==> config.mk <==
export PLATFORM = sky130hd
export DESIGN_NAME = delta_list_timer_queue_core_flat
export DESIGN_NICKNAME = d
export VERILOG_FILES = /design/src/dltq_pkg.sv /design/src/dltq_if.sv /design/src/dltq_ram.sv /design/src/dltq_ctrl.sv /design/src/dltq_dp.sv /design/src/delta_list_timer_queue_core.sv /design/src/flat_wrapper.sv
export SDC_FILE = /design/constraint.sdc
export NUM_CORES = 2
export LEC_CHECK = 0
export BUFFER_PORTS_ARGS = -buffer_cell sky130_fd_sc_hd__buf_4
export CORE_MARGIN = 2
export CORE_UTILIZATION = 45
export DETAILED_ROUTE_END_ITERATION = 8
export SYNTH_ARGS = -nofsm -noshare
export SYNTH_HDL_FRONTEND = slang
export SYNTH_SLANG_ARGS = --single-unit
==> constraint.sdc <==
create_clock -name clk_i -period 11 [get_ports clk_i]
set_input_delay 2.2 -clock clk_i [delete_from_list [all_inputs] [get_ports clk_i]]
set_output_delay 2.2 -clock clk_i [all_outputs]
set_load 0.02 [all_outputs]
==> src/dltq_pkg.sv <==
// ----------------------------------------------------------------------------
// dltq_pkg
// Types, codes and defaults of the delta list timer queue.
// ----------------------------------------------------------------------------
package dltq_pkg;

  localparam int DEF_SLOTS       = 16;
  localparam int DEF_DELTA_WIDTH = 32;
  localparam int DEF_QUEUES      = 2;

  localparam logic [2:0] OP_INSERT  = 3'd0;
  localparam logic [2:0] OP_REMOVE  = 3'd1;
  localparam logic [2:0] OP_TICK    = 3'd2;
  localparam logic [2:0] OP_ADJ_FWD = 3'd3;
  localparam logic [2:0] OP_ADJ_BWD = 3'd4;

  localparam logic [1:0] SS_INACTIVE = 2'd0;
  localparam logic [1:0] SS_ACTIVE   = 2'd1;
  localparam logic [1:0] SS_REINSERT = 2'd2;

  localparam logic [1:0] EV_FIRED   = 2'd0;
  localparam logic [1:0] EV_REARMED = 2'd1;
  localparam logic [1:0] EV_DONE    = 2'd2;

  localparam logic [1:0] STS_OK     = 2'd0;
  localparam logic [1:0] STS_ZERO   = 2'd1;
  localparam logic [1:0] STS_QUEUED = 2'd2;

  typedef enum logic [4:0] {
    ST_IDLE,
    ST_DECODE,
    ST_ENQ_START,
    ST_ENQ_RD,
    ST_ENQ_CMP,
    ST_ENQ_LINK,
    ST_ENQ_LINK2,
    ST_DEQ_START,
    ST_DEQ_RD,
    ST_DEQ_CMP,
    ST_DEQ_NXRD,
    ST_DEQ_NXADD,
    ST_DEQ_UNLINK,
    ST_EXP_RD,
    ST_EXP_CMP,
    ST_EMIT_EV,
    ST_TICK_RD,
    ST_TICK_CMP,
    ST_FWD_RD,
    ST_FWD_CMP,
    ST_BWD_RD,
    ST_BWD_CMP,
    ST_DONE
  } state_e;

  typedef struct packed {
    state_e step;
    logic   accept;
  } cmd_t;

  typedef struct packed {
    logic [2:0] op;
    logic       chain_ok;
    logic       id_ok;
    logic       units_zero;
    logic       id_busy;
    logic       len_zero;
    logic       d_zero;
    logic       d_lt;
    logic       d_eq;
    logic       u_lt;
    logic       walk_end;
    logic       hit;
    logic       delta_zero;
    logic [1:0] exp_prev;
    logic       pred_valid;
    logic       out_free;
  } stat_t;

endpackage

==> src/dltq_if.sv <==
// ----------------------------------------------------------------------------
// dltq_if
// Request and result channels of the delta list timer queue.
// ----------------------------------------------------------------------------
interface dltq_req_if;
  logic        valid;
  logic        ready;
  logic [2:0]  op;
  logic        chain;
  logic [3:0]  timer_id;
  logic [31:0] interval;
  logic        activate_now;

  modport source (output valid, op, chain, timer_id, interval, activate_now, input ready);
  modport sink (input valid, op, chain, timer_id, interval, activate_now, output ready);
endinterface

interface dltq_res_if;
  logic       valid;
  logic       ready;
  logic [1:0] event_res;
  logic [3:0] slot_id;
  logic [1:0] prior_state;
  logic [1:0] status;
  logic       last;

  modport source (output valid, event_res, slot_id, prior_state, status, last,
                  input ready);
  modport sink (input valid, event_res, slot_id, prior_state, status, last,
                output ready);
endinterface

==> src/dltq_ram.sv <==
// ----------------------------------------------------------------------------
// dltq_ram
// Single write port, single read port RAM with registered read data.
// ----------------------------------------------------------------------------
module dltq_ram #(
  parameter int WIDTH = 8,
  parameter int DEPTH = 16
) (
  input  logic                     clk_i,
  input  logic                     we_i,
  input  logic [$clog2(DEPTH)-1:0] waddr_i,
  input  logic [WIDTH-1:0]         wdata_i,
  input  logic [$clog2(DEPTH)-1:0] raddr_i,
  output logic [WIDTH-1:0]         rdata_o
);

  logic [WIDTH-1:0] mem [DEPTH];

  always_ff @(posedge clk_i) begin
    if (we_i) begin
      mem[waddr_i] <= wdata_i;
    end
    rdata_o <= mem[raddr_i];
  end

endmodule

==> src/dltq_ctrl.sv <==
// ----------------------------------------------------------------------------
// dltq_ctrl
// Operation sequencer: walks insert, remove, tick, expiry and adjust steps.
// ----------------------------------------------------------------------------
module dltq_ctrl
  import dltq_pkg::*;
(
  input  logic  clk_i,
  input  logic  rst_ni,
  input  logic  req_valid_i,
  input  stat_t stat_i,
  output cmd_t  cmd_o,
  output logic  req_ready_o
);

  state_e state_q, state_d;
  state_e exp_end;
  state_e enq_end;

  always_comb begin
    exp_end = (stat_i.op == OP_ADJ_FWD) ? ST_FWD_RD : ST_DONE;
    enq_end = (stat_i.op == OP_INSERT) ? ST_DONE : ST_EMIT_EV;
  end

  always_comb begin
    state_d = state_q;
    case (state_q)
      ST_IDLE: begin
        if (req_valid_i) state_d = ST_DECODE;
      end
      ST_DECODE: begin
        state_d = ST_DONE;
        case (stat_i.op)
          OP_INSERT: begin
            if (stat_i.chain_ok && stat_i.id_ok && !stat_i.units_zero && !stat_i.id_busy)
              state_d = ST_ENQ_START;
          end
          OP_REMOVE: begin
            if (stat_i.id_ok && stat_i.id_busy) state_d = ST_DEQ_START;
          end
          OP_TICK: begin
            if (stat_i.chain_ok && !stat_i.len_zero) state_d = ST_TICK_RD;
          end
          OP_ADJ_FWD: begin
            if (stat_i.chain_ok) state_d = ST_FWD_RD;
          end
          OP_ADJ_BWD: begin
            if (stat_i.chain_ok && !stat_i.len_zero) state_d = ST_BWD_RD;
          end
          default: state_d = ST_DONE;
        endcase
      end
      ST_ENQ_START: begin
        state_d = (stat_i.len_zero || stat_i.d_zero) ? ST_ENQ_LINK : ST_ENQ_RD;
      end
      ST_ENQ_RD: state_d = ST_ENQ_CMP;
      ST_ENQ_CMP: begin
        if (stat_i.d_lt || stat_i.d_eq || stat_i.walk_end) state_d = ST_ENQ_LINK;
        else state_d = ST_ENQ_RD;
      end
      ST_ENQ_LINK: state_d = stat_i.pred_valid ? ST_ENQ_LINK2 : enq_end;
      ST_ENQ_LINK2: state_d = enq_end;
      ST_DEQ_START: state_d = ST_DEQ_RD;
      ST_DEQ_RD: state_d = ST_DEQ_CMP;
      ST_DEQ_CMP: begin
        if (!stat_i.hit) state_d = ST_DEQ_RD;
        else if (stat_i.walk_end) state_d = ST_DEQ_UNLINK;
        else state_d = ST_DEQ_NXRD;
      end
      ST_DEQ_NXRD: state_d = ST_DEQ_NXADD;
      ST_DEQ_NXADD: state_d = ST_DEQ_UNLINK;
      ST_DEQ_UNLINK: state_d = ST_DONE;
      ST_EXP_RD: state_d = stat_i.len_zero ? exp_end : ST_EXP_CMP;
      ST_EXP_CMP: begin
        if (!stat_i.delta_zero) state_d = exp_end;
        else if (stat_i.exp_prev == SS_ACTIVE) state_d = ST_EMIT_EV;
        else if (stat_i.exp_prev == SS_REINSERT) state_d = ST_ENQ_START;
        else state_d = ST_EXP_RD;
      end
      ST_EMIT_EV: begin
        if (stat_i.out_free) state_d = ST_EXP_RD;
      end
      ST_TICK_RD: state_d = ST_TICK_CMP;
      ST_TICK_CMP: state_d = ST_EXP_RD;
      ST_FWD_RD: begin
        state_d = (stat_i.units_zero || stat_i.len_zero) ? ST_DONE : ST_FWD_CMP;
      end
      ST_FWD_CMP: state_d = stat_i.u_lt ? ST_DONE : ST_EXP_RD;
      ST_BWD_RD: state_d = ST_BWD_CMP;
      ST_BWD_CMP: state_d = ST_DONE;
      ST_DONE: begin
        if (stat_i.out_free) state_d = ST_IDLE;
      end
      default: state_d = ST_IDLE;
    endcase
  end

  always_comb begin
    req_ready_o  = (state_q == ST_IDLE);
    cmd_o.step   = state_q;
    cmd_o.accept = (state_q == ST_IDLE) && req_valid_i;
  end

  always_ff @(posedge clk_i or negedge rst_ni) begin
    if (!rst_ni) begin
      state_q <= ST_IDLE;
    end else begin
      state_q <= state_d;
    end
  end

endmodule

==> src/dltq_dp.sv <==
// ----------------------------------------------------------------------------
// dltq_dp
// Datapath: slot tables, linked delta queues, walk registers and result
// register.
// ----------------------------------------------------------------------------
module dltq_dp
  import dltq_pkg::*;
#(
  parameter int SLOTS       = DEF_SLOTS,
  parameter int DELTA_WIDTH = DEF_DELTA_WIDTH,
  parameter int QUEUES      = DEF_QUEUES
) (
  input  logic        clk_i,
  input  logic        rst_ni,
  input  cmd_t        cmd_i,
  output stat_t       stat_o,
  input  logic [2:0]  op_i,
  input  logic        chain_i,
  input  logic [3:0]  timer_id_i,
  input  logic [31:0] interval_i,
  input  logic        activate_now_i,
  input  logic        res_ready_i,
  output logic        res_valid_o,
  output logic [1:0]  event_res_o,
  output logic [3:0]  slot_id_o,
  output logic [1:0]  prior_state_o,
  output logic [1:0]  status_o,
  output logic        last_o
);

  localparam int SW = $clog2(SLOTS);
  localparam int LW = $clog2(SLOTS + 1);
  localparam int QW = (QUEUES > 1) ? $clog2(QUEUES) : 1;
  localparam int DW = DELTA_WIDTH;

  // request
  logic [2:0]    op_q;
  logic          chain_q;
  logic [3:0]    id_raw_q;
  logic [DW-1:0] units_q, units_d;
  logic          now_q;
  logic [QW-1:0] q_q, q_d;

  // walk
  logic [SW-1:0] s_q, s_d;
  logic [SW-1:0] cur_q, cur_d;
  logic [SW-1:0] pred_q, pred_d;
  logic          pred_valid_q, pred_valid_d;
  logic [LW-1:0] pos_q, pos_d;
  logic [DW-1:0] d_q, d_d;
  logic [1:0]    ev_q, ev_d;
  logic [1:0]    prev_res_q, prev_res_d;
  logic [1:0]    sts_res_q, sts_res_d;

  // slot and queue tables
  logic [1:0]    st_q   [SLOTS];
  logic [QW-1:0] sq_q   [SLOTS];
  logic [SW-1:0] head_q [QUEUES];
  logic [LW-1:0] len_q  [QUEUES];

  // result register
  logic          out_valid_q;
  logic [1:0]    out_ev_q;
  logic [3:0]    out_slot_q;
  logic [1:0]    out_prev_q;
  logic [1:0]    out_sts_q;
  logic          out_last_q;

  // rams
  logic [SW-1:0] rd_addr;
  logic [DW-1:0] delta_rd, init_rd;
  logic [SW-1:0] next_rd;
  logic          dw_en, nw_en, iw_en;
  logic [SW-1:0] dw_addr, nw_addr;
  logic [DW-1:0] dw_data;
  logic [SW-1:0] nw_data;

  logic [SW-1:0] id_idx;
  logic [SW-1:0] head_cur;
  logic [LW-1:0] len_cur;
  logic          out_free;
  logic          out_load;
  logic [DW-1:0] units_in;

  function automatic logic [DW-1:0] sat_add(input logic [DW-1:0] a, input logic [DW-1:0] b);
    logic [DW:0] s;
    s = {1'b0, a} + {1'b0, b};
    return s[DW] ? {DW{1'b1}} : s[DW-1:0];
  endfunction

  assign id_idx   = SW'(id_raw_q);
  assign head_cur = head_q[q_q];
  assign len_cur  = len_q[q_q];
  assign out_free = !out_valid_q || res_ready_i;
  assign units_in = DW'(interval_i);
  assign out_load = out_free && ((cmd_i.step == ST_EMIT_EV) || (cmd_i.step == ST_DONE));

  always_comb begin
    case (cmd_i.step)
      ST_TICK_RD, ST_FWD_RD, ST_BWD_RD, ST_EXP_RD: rd_addr = head_cur;
      default: rd_addr = cur_q;
    endcase
  end

  always_comb begin
    stat_o.op         = op_q;
    stat_o.chain_ok   = (32'(chain_q) < 32'(QUEUES));
    stat_o.id_ok      = (32'(id_raw_q) < 32'(SLOTS));
    stat_o.units_zero = (units_q == '0);
    stat_o.id_busy    = (st_q[id_idx] != SS_INACTIVE);
    stat_o.len_zero   = (len_cur == '0);
    stat_o.d_zero     = (d_q == '0);
    stat_o.d_lt       = (d_q < delta_rd);
    stat_o.d_eq       = (d_q == delta_rd);
    stat_o.u_lt       = (units_q < delta_rd);
    stat_o.walk_end   = ((pos_q + LW'(1)) == len_cur);
    stat_o.hit        = (cur_q == s_q);
    stat_o.delta_zero = (delta_rd == '0);
    stat_o.exp_prev   = st_q[head_cur];
    stat_o.pred_valid = pred_valid_q;
    stat_o.out_free   = out_free;
  end

  // ram write ports
  always_comb begin
    dw_en   = 1'b0;
    dw_addr = cur_q;
    dw_data = d_q;
    nw_en   = 1'b0;
    nw_addr = s_q;
    nw_data = cur_q;
    iw_en   = 1'b0;
    case (cmd_i.step)
      ST_DECODE: begin
        iw_en = (op_q == OP_INSERT) && stat_o.chain_ok && stat_o.id_ok
                && !stat_o.units_zero && !stat_o.id_busy;
      end
      ST_ENQ_CMP: begin
        dw_en   = stat_o.d_lt;
        dw_data = delta_rd - d_q;
      end
      ST_ENQ_LINK: begin
        dw_en   = 1'b1;
        dw_addr = s_q;
        nw_en   = 1'b1;
      end
      ST_ENQ_LINK2: begin
        nw_en   = 1'b1;
        nw_addr = pred_q;
        nw_data = s_q;
      end
      ST_DEQ_NXADD: begin
        dw_en   = 1'b1;
        dw_data = sat_add(delta_rd, d_q);
      end
      ST_DEQ_UNLINK: begin
        nw_en   = pred_valid_q;
        nw_addr = pred_q;
      end
      ST_TICK_CMP: begin
        dw_en   = !stat_o.delta_zero;
        dw_addr = head_cur;
        dw_data = delta_rd - DW'(1);
      end
      ST_FWD_CMP: begin
        dw_en   = 1'b1;
        dw_addr = head_cur;
        dw_data = stat_o.u_lt ? (delta_rd - units_q) : '0;
      end
      ST_BWD_CMP: begin
        dw_en   = 1'b1;
        dw_addr = head_cur;
        dw_data = sat_add(delta_rd, units_q);
      end
      default: dw_en = 1'b0;
    endcase
  end

  // walk register next values
  always_comb begin
    q_d          = q_q;
    units_d      = units_q;
    s_d          = s_q;
    cur_d        = cur_q;
    pred_d       = pred_q;
    pred_valid_d = pred_valid_q;
    pos_d        = pos_q;
    d_d          = d_q;
    ev_d         = ev_q;
    prev_res_d   = prev_res_q;
    sts_res_d    = sts_res_q;
    case (cmd_i.step)
      ST_IDLE: begin
        q_d     = QW'(chain_i);
        units_d = units_in;
      end
      ST_DECODE: begin
        s_d        = id_idx;
        d_d        = units_q;
        prev_res_d = SS_INACTIVE;
        sts_res_d  = STS_OK;
        if ((op_q == OP_REMOVE) && stat_o.id_ok) prev_res_d = st_q[id_idx];
        if ((op_q == OP_INSERT) && stat_o.chain_ok && stat_o.id_ok) begin
          if (stat_o.units_zero) sts_res_d = STS_ZERO;
          else if (stat_o.id_busy) sts_res_d = STS_QUEUED;
        end
      end
      ST_ENQ_START: begin
        cur_d        = head_cur;
        pos_d        = '0;
        pred_valid_d = 1'b0;
      end
      ST_ENQ_CMP: begin
        if (!stat_o.d_lt) begin
          d_d          = d_q - delta_rd;
          pred_d       = cur_q;
          pred_valid_d = 1'b1;
          cur_d        = next_rd;
          pos_d        = pos_q + LW'(1);
        end
      end
      ST_DEQ_START: begin
        q_d          = sq_q[s_q];
        cur_d        = head_q[sq_q[s_q]];
        pos_d        = '0;
        pred_valid_d = 1'b0;
      end
      ST_DEQ_CMP: begin
        cur_d = next_rd;
        if (stat_o.hit) begin
          d_d = delta_rd;
        end else begin
          pred_d       = cur_q;
          pred_valid_d = 1'b1;
          pos_d        = pos_q + LW'(1);
        end
      end
      ST_EXP_CMP: begin
        s_d  = head_cur;
        d_d  = init_rd;
        ev_d = (stat_o.exp_prev == SS_ACTIVE) ? EV_FIRED : EV_REARMED;
      end
      ST_FWD_CMP: begin
        if (!stat_o.u_lt) units_d = units_q - delta_rd;
      end
      default: q_d = q_q;
    endcase
  end

  always_ff @(posedge clk_i) begin
    if (cmd_i.accept) begin
      op_q     <= op_i;
      chain_q  <= chain_i;
      id_raw_q <= timer_id_i;
      now_q    <= activate_now_i;
    end
    q_q        <= q_d;
    units_q    <= units_d;
    s_q        <= s_d;
    cur_q      <= cur_d;
    pred_q     <= pred_d;
    pos_q      <= pos_d;
    d_q        <= d_d;
    ev_q       <= ev_d;
    prev_res_q <= prev_res_d;
    sts_res_q  <= sts_res_d;
    if (cmd_i.step == ST_ENQ_LINK) sq_q[s_q] <= q_q;
    if (out_load) begin
      if (cmd_i.step == ST_DONE) begin
        out_ev_q   <= EV_DONE;
        out_slot_q <= ((op_q == OP_INSERT) || (op_q == OP_REMOVE)) ? id_raw_q : 4'd0;
        out_prev_q <= prev_res_q;
        out_sts_q  <= sts_res_q;
        out_last_q <= 1'b1;
      end else begin
        out_ev_q   <= ev_q;
        out_slot_q <= 4'(s_q);
        out_prev_q <= SS_INACTIVE;
        out_sts_q  <= STS_OK;
        out_last_q <= 1'b0;
      end
    end
  end

  // control state: slot states, queue heads and lengths, result valid
  always_ff @(posedge clk_i or negedge rst_ni) begin
    if (!rst_ni) begin
      pred_valid_q <= 1'b0;
      out_valid_q  <= 1'b0;
      for (int i = 0; i < SLOTS; i++) st_q[i] <= SS_INACTIVE;
      for (int i = 0; i < QUEUES; i++) begin
        head_q[i] <= '0;
        len_q[i]  <= '0;
      end
    end else begin
      pred_valid_q <= pred_valid_d;
      if (out_load) out_valid_q <= 1'b1;
      else if (res_ready_i) out_valid_q <= 1'b0;
      case (cmd_i.step)
        ST_DECODE: begin
          if (iw_en) st_q[id_idx] <= now_q ? SS_ACTIVE : SS_REINSERT;
        end
        ST_ENQ_LINK: begin
          if (!pred_valid_q) head_q[q_q] <= s_q;
          len_q[q_q] <= len_cur + LW'(1);
        end
        ST_DEQ_UNLINK: begin
          if (!pred_valid_q) head_q[q_q] <= cur_q;
          len_q[q_q] <= len_cur - LW'(1);
          st_q[s_q]  <= SS_INACTIVE;
        end
        ST_EXP_CMP: begin
          if (stat_o.delta_zero) begin
            head_q[q_q] <= next_rd;
            len_q[q_q]  <= len_cur - LW'(1);
            st_q[head_cur] <= (stat_o.exp_prev == SS_REINSERT) ? SS_ACTIVE : SS_INACTIVE;
          end
        end
        default: ;
      endcase
    end
  end

  dltq_ram #(.WIDTH(DW), .DEPTH(SLOTS)) u_delta_ram (
    .clk_i   (clk_i),
    .we_i    (dw_en),
    .waddr_i (dw_addr),
    .wdata_i (dw_data),
    .raddr_i (rd_addr),
    .rdata_o (delta_rd)
  );

  dltq_ram #(.WIDTH(SW), .DEPTH(SLOTS)) u_next_ram (
    .clk_i   (clk_i),
    .we_i    (nw_en),
    .waddr_i (nw_addr),
    .wdata_i (nw_data),
    .raddr_i (rd_addr),
    .rdata_o (next_rd)
  );

  dltq_ram #(.WIDTH(DW), .DEPTH(SLOTS)) u_init_ram (
    .clk_i   (clk_i),
    .we_i    (iw_en),
    .waddr_i (id_idx),
    .wdata_i (units_q),
    .raddr_i (rd_addr),
    .rdata_o (init_rd)
  );

  assign res_valid_o   = out_valid_q;
  assign event_res_o   = out_ev_q;
  assign slot_id_o     = out_slot_q;
  assign prior_state_o = out_prev_q;
  assign status_o      = out_sts_q;
  assign last_o        = out_last_q;

endmodule

==> src/delta_list_timer_queue_core.sv <==
// ----------------------------------------------------------------------------
// delta_list_timer_queue_core
// Timer slots on delta-ordered linked queues; insert, remove, tick and
// adjust operations, with fired, rearmed and done results.
// ----------------------------------------------------------------------------
//  channel | dir | payload                                         | accept
//  req_i   | in  | op, chain, timer_id, interval, activate_now     | valid & ready
//  res_o   | out | event_res, slot_id, prior_state, status, last   | valid & ready
//
//  One operation at a time; req_i.ready is high only between operations.
//  Insert walks the queued slots, then links behind a slot if one precedes.
//  Remove walks to its position and adds its delta to a following slot.
//  Tick decrements the head, emits an event per fired slot, reinserts per rearm;
//  backward adjust adds to the head; forward adjust consumes heads it reaches.
//  Reset clears slot states, queue lengths and the FSM at once; no sweep.
//  A stalled res_o holds the FSM in its emit or done step; nothing is dropped.
module delta_list_timer_queue_core
  import dltq_pkg::*;
#(
  parameter int SLOTS       = DEF_SLOTS,
  parameter int DELTA_WIDTH = DEF_DELTA_WIDTH,
  parameter int QUEUES      = DEF_QUEUES
) (
  input  logic          clk_i,
  input  logic          rst_ni,
  dltq_req_if.sink      req_i,
  dltq_res_if.source    res_o
);

  cmd_t  cmd;
  stat_t stat;

  dltq_ctrl u_ctrl (
    .clk_i       (clk_i),
    .rst_ni      (rst_ni),
    .req_valid_i (req_i.valid),
    .stat_i      (stat),
    .cmd_o       (cmd),
    .req_ready_o (req_i.ready)
  );

  dltq_dp #(
    .SLOTS       (SLOTS),
    .DELTA_WIDTH (DELTA_WIDTH),
    .QUEUES      (QUEUES)
  ) u_dp (
    .clk_i          (clk_i),
    .rst_ni         (rst_ni),
    .cmd_i          (cmd),
    .stat_o         (stat),
    .op_i           (req_i.op),
    .chain_i        (req_i.chain),
    .timer_id_i     (req_i.timer_id),
    .interval_i     (req_i.interval),
    .activate_now_i (req_i.activate_now),
    .res_ready_i    (res_o.ready),
    .res_valid_o    (res_o.valid),
    .event_res_o    (res_o.event_res),
    .slot_id_o      (res_o.slot_id),
    .prior_state_o  (res_o.prior_state),
    .status_o       (res_o.status),
    .last_o         (res_o.last)
  );

endmodule

==> src/flat_wrapper.sv <==
// flat-port wrapper written by rule: the top's interface ports become plain ports
module delta_list_timer_queue_core_flat import dltq_pkg::*;
#(
  parameter int SLOTS       = DEF_SLOTS,
  parameter int DELTA_WIDTH = DEF_DELTA_WIDTH,
  parameter int QUEUES      = DEF_QUEUES
)
  (clk_i, rst_ni, req_i_valid, req_i_op, req_i_chain, req_i_timer_id, req_i_interval, req_i_activate_now, req_i_ready, res_o_valid, res_o_event_res, res_o_slot_id, res_o_prior_state, res_o_status, res_o_last, res_o_ready);
  dltq_req_if req_i_i ();
  dltq_res_if res_o_i ();
  input  logic clk_i;
  input  logic rst_ni;
  input wire logic [$bits(req_i_i.valid)-1:0] req_i_valid;
  input wire logic [$bits(req_i_i.op)-1:0] req_i_op;
  input wire logic [$bits(req_i_i.chain)-1:0] req_i_chain;
  input wire logic [$bits(req_i_i.timer_id)-1:0] req_i_timer_id;
  input wire logic [$bits(req_i_i.interval)-1:0] req_i_interval;
  input wire logic [$bits(req_i_i.activate_now)-1:0] req_i_activate_now;
  output wire logic [$bits(req_i_i.ready)-1:0] req_i_ready;
  output wire logic [$bits(res_o_i.valid)-1:0] res_o_valid;
  output wire logic [$bits(res_o_i.event_res)-1:0] res_o_event_res;
  output wire logic [$bits(res_o_i.slot_id)-1:0] res_o_slot_id;
  output wire logic [$bits(res_o_i.prior_state)-1:0] res_o_prior_state;
  output wire logic [$bits(res_o_i.status)-1:0] res_o_status;
  output wire logic [$bits(res_o_i.last)-1:0] res_o_last;
  input wire logic [$bits(res_o_i.ready)-1:0] res_o_ready;
  assign req_i_i.valid = req_i_valid;
  assign req_i_i.op = req_i_op;
  assign req_i_i.chain = req_i_chain;
  assign req_i_i.timer_id = req_i_timer_id;
  assign req_i_i.interval = req_i_interval;
  assign req_i_i.activate_now = req_i_activate_now;
  assign req_i_ready = req_i_i.ready;
  assign res_o_valid = res_o_i.valid;
  assign res_o_event_res = res_o_i.event_res;
  assign res_o_slot_id = res_o_i.slot_id;
  assign res_o_prior_state = res_o_i.prior_state;
  assign res_o_status = res_o_i.status;
  assign res_o_last = res_o_i.last;
  assign res_o_i.ready = res_o_ready;
  delta_list_timer_queue_core #(.SLOTS(SLOTS), .DELTA_WIDTH(DELTA_WIDTH), .QUEUES(QUEUES)) u_core (.clk_i(clk_i), .rst_ni(rst_ni), .req_i(req_i_i), .res_o(res_o_i));
endmodule
### After elaboration in Yosys (flattened, before gate mapping)

Memories as Yosys holds them, arrays and structs flattened. A register that Yosys moved wholly into a read port is not among the register bits.
Index checks and enable logic that the tools add are counted.

* $add $sub $neg: 10
* multiply operators: 0
* divide/modulo/power cells: 0
* order comparisons: 11
* eq/ne operators: 42
* shift operators: 0
* muxes and demuxes: 111
* bitwise gates (word level): 8
* reductions and logical operators: 54

Operators with widths (count)
* $mux 32: 8
* $pmux 32 s5: 1
* $pmux 32 s4: 1
* $sub 32x32->32: 4
* $pmux 5 s22: 1
* $logic_not 32->1: 3
* $pmux 32 s3: 1
* $mux 5: 16
* $mux 4: 18
* $add 32x32->33: 2
* $bwmux 32: 2
* $lt 32x32->1: 2
* $pmux 32 s2: 1
* $eq 5x4->1 const B: 8
* $eq 5x5->1 const B: 7
* $and 32x32->32: 1
* $eq 32x32->1: 1
* $not 32->32: 1
* $sub 32x1->32 const B: 1
* $pmux 10 s3: 1
* $pmux 5 s5: 1
* $bwmux 8: 3
* $demux 2 s4: 3
* $mux 8: 3
* 48 further kinds: 146

* bits in registers: 164
* bits in latches: 0
* RAM bits: 1104
* ROM bits: 0
* input port bits: 45
* logic and storage cells: 282
* memories: 4

Memories
* u_core.u_dp.u_delta_ram.mem: depth 16, bits a word 32, read ports 1, clocked after memory_dff 1, wr ports 1, RTL line dltq_ram.sv:17 `logic [WIDTH-1:0] mem [DEPTH];`
* u_core.u_dp.u_init_ram.mem: depth 16, bits a word 32, read ports 1, clocked after memory_dff 1, wr ports 1, RTL line dltq_ram.sv:17
* u_core.u_dp.u_next_ram.mem: depth 16, bits a word 4, read ports 1, clocked after memory_dff 1, wr ports 1, RTL line dltq_ram.sv:17
* u_core.u_dp.sq_q: depth 16, bits a word 1, read ports 1, clocked after memory_dff 1, wr ports 1, RTL line dltq_dp.sv:57 `logic [QW-1:0] sq_q [SLOTS];`

### Depth between registers and ports, before layout

* depth after elaboration: 13
* depth in mapped cells: 18
* depth with buffers taken out: 15

### Hierarchy

From an unflattened synthesis, not the netlist that was laid out.

* cells, all modules: 4556
* area, all modules: 64036.4 um^2

Modules (own cells, without submodules)
* dltq_ram at u_core.u_dp.u_delta_ram ...: times used 2, cells an instance 838, area an instance 19835.3 um^2
* dltq_dp: times used 1, cells an instance 2632, area an instance 20883.8 um^2
* dltq_ram at u_core.u_dp.u_next_ram: times used 1, cells an instance 130, area an instance 2666.3 um^2
* dltq_ctrl: times used 1, cells an instance 118, area an instance 815.8 um^2

### Least setup slack after synthesis

Ideal clock, no wire load.

* path type: reg2reg
* start: reg u_core.u_dp.id_raw_q[1] (netlist: u_core.u_dp.id_idx[1])
* end: reg u_core.u_dp.st_q[1] (netlist bit)
* setup time: 134 ps
* data arrival time: 5656 ps
* path slack: 5210 ps
* stages on the path, launching flop included: 14
* cell sequence: edfxtp_1 > clkbuf_1 > clkbuf_1 > mux4_2 > mux4_2 > or2_4 > or4_4 > clkbuf_1 > nor3_1 > o21ai_0 > nor2_1 > inv_1 > o21ai_0 > o31ai_1

* cells in the longest elaborated chain, start to end: 10
* elaborated cells between the ends (all ways): 18
* those cells by class: order compare: 2; eq/ne: 1; mux: 9; bitwise: 1; reduce/logical: 5

Ends and longest elaborated chain
* start, declared: RTL line dltq_dp.sv:39 `logic [3:0] id_raw_q;`
* start signal, assigned: RTL line dltq_dp.sv:254 `id_raw_q <= timer_id_i;`
* $not 4->5 *: RTL line dltq_dp.sv:110, dltq_dp.sv:301
* $bmux 2 s4: RTL line dltq_dp.sv:110 `stat_o.id_busy = (st_q[id_idx] != SS_INACTIVE);`
* $mux 2 (not written as such) (2 in a row): RTL line dltq_dp.sv:110
* $reduce_bool 2->1: RTL line dltq_dp.sv:110
* $logic_not 1->1: RTL line dltq_dp.sv:136 `&& !stat_o.units_zero && !stat_o.id_busy;`
* $logic_and 1x1->1: RTL line dltq_dp.sv:136
* $mux 1: RTL line dltq_dp.sv:133 `case (cmd_i.step)`
* $ne 2x2->1 (no source line)
* $reduce_and 3->1 (no source line)
* end signal, assigned by index: RTL line dltq_dp.sv:301 `if (iw_en) st_q[id_idx] <= now_q ? SS_ACTIVE : SS_REINSERT;`
* end signal, assigned by index: RTL line dltq_dp.sv:316 `st_q[head_cur] <= (stat_o.exp_prev == SS_REINSERT) ? SS_ACTIVE : SS_INACTIVE;`
* end, declared: RTL line dltq_dp.sv:56 `logic [1:0] st_q [SLOTS];`

Mark *: on every way between the ends. The rest lies on a longest branch, timed or not. The select of a mux whose other input is x is not followed.
A chain may end at the register's enable or synchronous reset.

### Worst setup path after layout

* start: reg u_core.u_ctrl.state_q[0]
* end: mem u_core.u_dp.u_delta_ram.mem[13][16] (netlist bit), data pin

* cells in the longest elaborated chain, start to end: 2
* elaborated cells between the ends (all ways): 6
* those cells by class: eq/ne: 5; mux: 1

Ends and longest elaborated chain
* start, declared: RTL line dltq_ctrl.sv:16 `state_e state_q, state_d;`
* start signal, assigned: RTL line dltq_ctrl.sv:108 `state_q <= state_d;`
* $eq 5x5->1, or another cell as far along: RTL line dltq_dp.sv:133
* $pmux 32 s5 *: RTL line dltq_dp.sv:133
* via u_core.u_dp.dw_data[16]: RTL line dltq_dp.sv:75 `logic [DW-1:0] dw_data;`
* end, declared: RTL line dltq_ram.sv:17

Mark *: on every way through the listed nets, which the timed path passes. The rest lies on a longest branch.

==> results.cfg <==
[clock_network]
cts.repair_timing.setup_buffer_count = 0
cts_tree = yes
cts_resized = 0
cts.htree.levels = 4
path_clk_slew_ns = 0.07
insertion_delay_ns = 0.80
cts_root_buf = clkbuf_16
cts_made_buffers = 141
cts_hold_buf = 0
cts_buffer_depth = 3
cts.sinks = 1339

[timing]
clock-skew-final_ns = 0.0335
hold_viol = 0
rsz0062_at_grt = false
holdWs_ns = 0.469
drv_slew = 0
fin_setup_tns_ns = 0
max_freq_mhz = 175
finalCritPeriodShare = 0.519
postLayoutSetupSlackWorst_ns = 5.29
layout_min_cycle_time_ns = 5.71
setup_viol = 0
max_slew.worst_pin.slew_ns = 1.27
max_slew_margin = 0.152

[yosys]
syn-cell-area_sq_um = 64300
synth_top_area_share = 0.565
mappedNetlistNets = 4852
synth_cell_type_count = 76
postSynthCellCount = 4605
ys_seq_area_frac = 0.609
synthArstFlopShare = 0.0426
yosys-top-cells-area = edfxtp_1 (56%), mux4_2 (10%), ha_1 (3.8%)
synth_flop_cell = edfxtp_1
synth-edff-count = 1210
synth_seq_cells = 1339
yosys_warnings = 0
syn_area_per_cell_sq_um = 14.0
synth_top_area_cell = edfxtp_1

[routing]
drt-pass1-iter-count = 6
drc_errors = 0
ant_nets = 0
post_drt_wl_per_cell_um = 27.4
viasPerCell = 6.11
drt_iter0_drc = 4672
routed_wl_um = 182000
vias = 40600

[power]
leakage_nw = 24.6
total_power_mw = 25.1
vdd_ir_drop_max_uv = 325
p_per_area_nw_per_um2 = 350

[min_path]
holdCritStartpoint = u_core.u_dp.len_q[5]
worst_hold_path_type = flop to flop

[cells_and_area]
most-common-layout-cells = edfxtp_1 (1210), a21oi_1 (345), mux4_2 (295)
nNetsFinal = 4877
antenna_cells = 0
area.growth.synth_to_final_pct = 11.6
final_core_util = 0.506
mostFrequentLayoutCell = edfxtp_1
stdcell_count = 6637
stdcell_area_sq_um = 71800
drive_above_1_share = 0.155

[status]
status = complete, no violations

[die]
die_x_um = 382
die_area_sq_um = 146000
core-area_sq_um = 142000
die_y_um = 382
io_pins = 58
rows = 138
start_util = 0.454

[setup_path]
cp_cell_sequence = nor2b_1 -> nand3_1 -> buf_4 -> nand2_1 -> ha_1 -> fa_1 -> nor2b_1 -> o21ai_0 -> o21ai_0 -> a31oi_1 -> or3_1 -> o21ai_0 -> a31oi_1 -> xnor2_1 -> a21oi_1 -> a31oi_1
slowest_stage = a31oi_1
critPathRequiredTime_ns = 11.40
end_kind = flop
start_kind = flop
critPathArrivalTime_ns = 6.11
rr_startpoint = u_core.u_ctrl.state_q[0]
critPathMaxFanout = 34
cp_top_family = compound AO/OA/AOI/OAI gates
path_class = flop to flop
worst-path-buf-inv = 1
max_stage_delay_ns = 1.02
crit_start = u_core.u_ctrl.state_q[0]

[grt]
track_usage = 0.247
first_global_vias = 39800
grt_pass1_wl_um = 267000
grt_max_degree = 132
antenna_found_initial = 2
grt_overflow = 0

[placed_design]
dpl_cell_area_sq_um = 67100
place_congestion = 0.940
dp_hpwl_um = 113000
place_ws_ns = 5.37
placed_cells = 6377
port_buffers = 57

[flow_run]
max-cap-violations = 0
## logic make-up (layout without fill, tap and decap cells)
| kind of cell | Yosys count | count (layout) | synth area share |
|---|---|---|---|
| flip-flops | 1339 | 1339 | 0.609 |
| adder cells (fa/ha/maj) | 202 | 202 | 0.0400 |
| XOR/XNOR | 173 | 173 | 0.0236 |
| buffers and inverters | 425 | 567 | 0.0251 |
| AO/OA/AOI/OAI | 1047 | 1047 | 0.104 |
| multiplexers | 431 | 431 | 0.125 |
| AND/OR/NAND/NOR | 988 | 988 | 0.0731 |
## sequential cells by signal, indices dropped and copies added (netlist names), 16 cells and up, named ones only
register,cells
u_core.u_dp.u_delta_ram.rdata_o,32
u_core.u_dp.sq_q,16
u_core.u_dp.units_q,32
u_core.u_dp.u_next_ram.mem,64
u_core.u_dp.u_init_ram.mem,512
u_core.u_dp.u_delta_ram.mem,512
u_core.u_dp.st_q,32
u_core.u_dp.u_init_ram.rdata_o,32
u_core.u_dp.d_q,32
## synthesized netlist by cell type (9+ instances only)
cell	n
xnor2_1	137
mux2_2	27
o21a_1	22
o22ai_1	25
o221ai_1	9
o32a_1	10
and3_1	16
a211o_1	11
nand4_1	30
buf_1	55
a211oi_1	94
a31oi_1	27
nand3_1	52
nand2b_1	44
or3_1	18
a2111oi_0	15
clkbuf_1	196
nor2_1	287
mux2i_1	109
nand2_1	270
o21bai_1	38
o211ai_1	20
edfxtp_1	1210
nor3_1	60
or2_2	15
dfxtp_1	72
o21ai_0	212
inv_1	161
dfrtp_1	57
and2_1	23
a21o_1	49
a32o_1	9
a221o_1	14
nor2b_1	96
o31ai_1	28
mux4_2	295
a221oi_1	14
nor4_1	44
a22oi_1	9
a222oi_1	24
a22o_1	10
xor2_1	36
a21oi_1	345
ha_1	196
## metal layers
metal / part of all wire / track usage / wire length, um / up-vias
met5: 0 / 0 / 0 / -
met4: 0.026 / 0.0744 / 4770 / 0
met3: 0.064 / 0.0368 / 11700 / 254
met2: 0.47 / 0.389 / 85300 / 1435
met1: 0.44 / 0.355 / 79900 / 20900
li1: - / - / - / 18000
## layout make-up
type | instances | area (sq um)
Tap cell | 1890 | 2360
Multi-Input combinational cell | 2841 | 23800
Sequential cell | 1339 | 39200
Timing Repair Buffer | 138 | 1100
Inverter | 169 | 634
Clock buffer | 204 | 3990
Clock inverter | 56 | 638
Fill cell | 11900 | 70000
## final timing paths
| kind | end | cells after the start | slack [ns] |
|---|---|---|---|
| setup / recovery | u_core.u_dp.u_delta_ram.mem[13][16] | 16 | 5.29 |
| hold / removal | u_core.u_dp.len_q[5] | 1 | 0.47 |
| setup reg to reg | u_core.u_dp.u_delta_ram.mem[13][16] | 16 | 5.29 |
| hold reg to reg | u_core.u_dp.len_q[5] | 1 | 0.47 |
| max in group asynchronous | u_core.u_dp.st_q[20] | 1 | 8.89 |
| min in group asynchronous | u_core.u_dp.len_q[7] | 1 | 1.47 |
## where the power goes
group	leakage (nW)	internal, mW	switching, mW
Clock	2.23	2.74	2.01
Combinational	10.1	4.74	7.71
Sequential	12.3	7.08	0.825
Note: power is estimated with default switching activity, not from simulation.
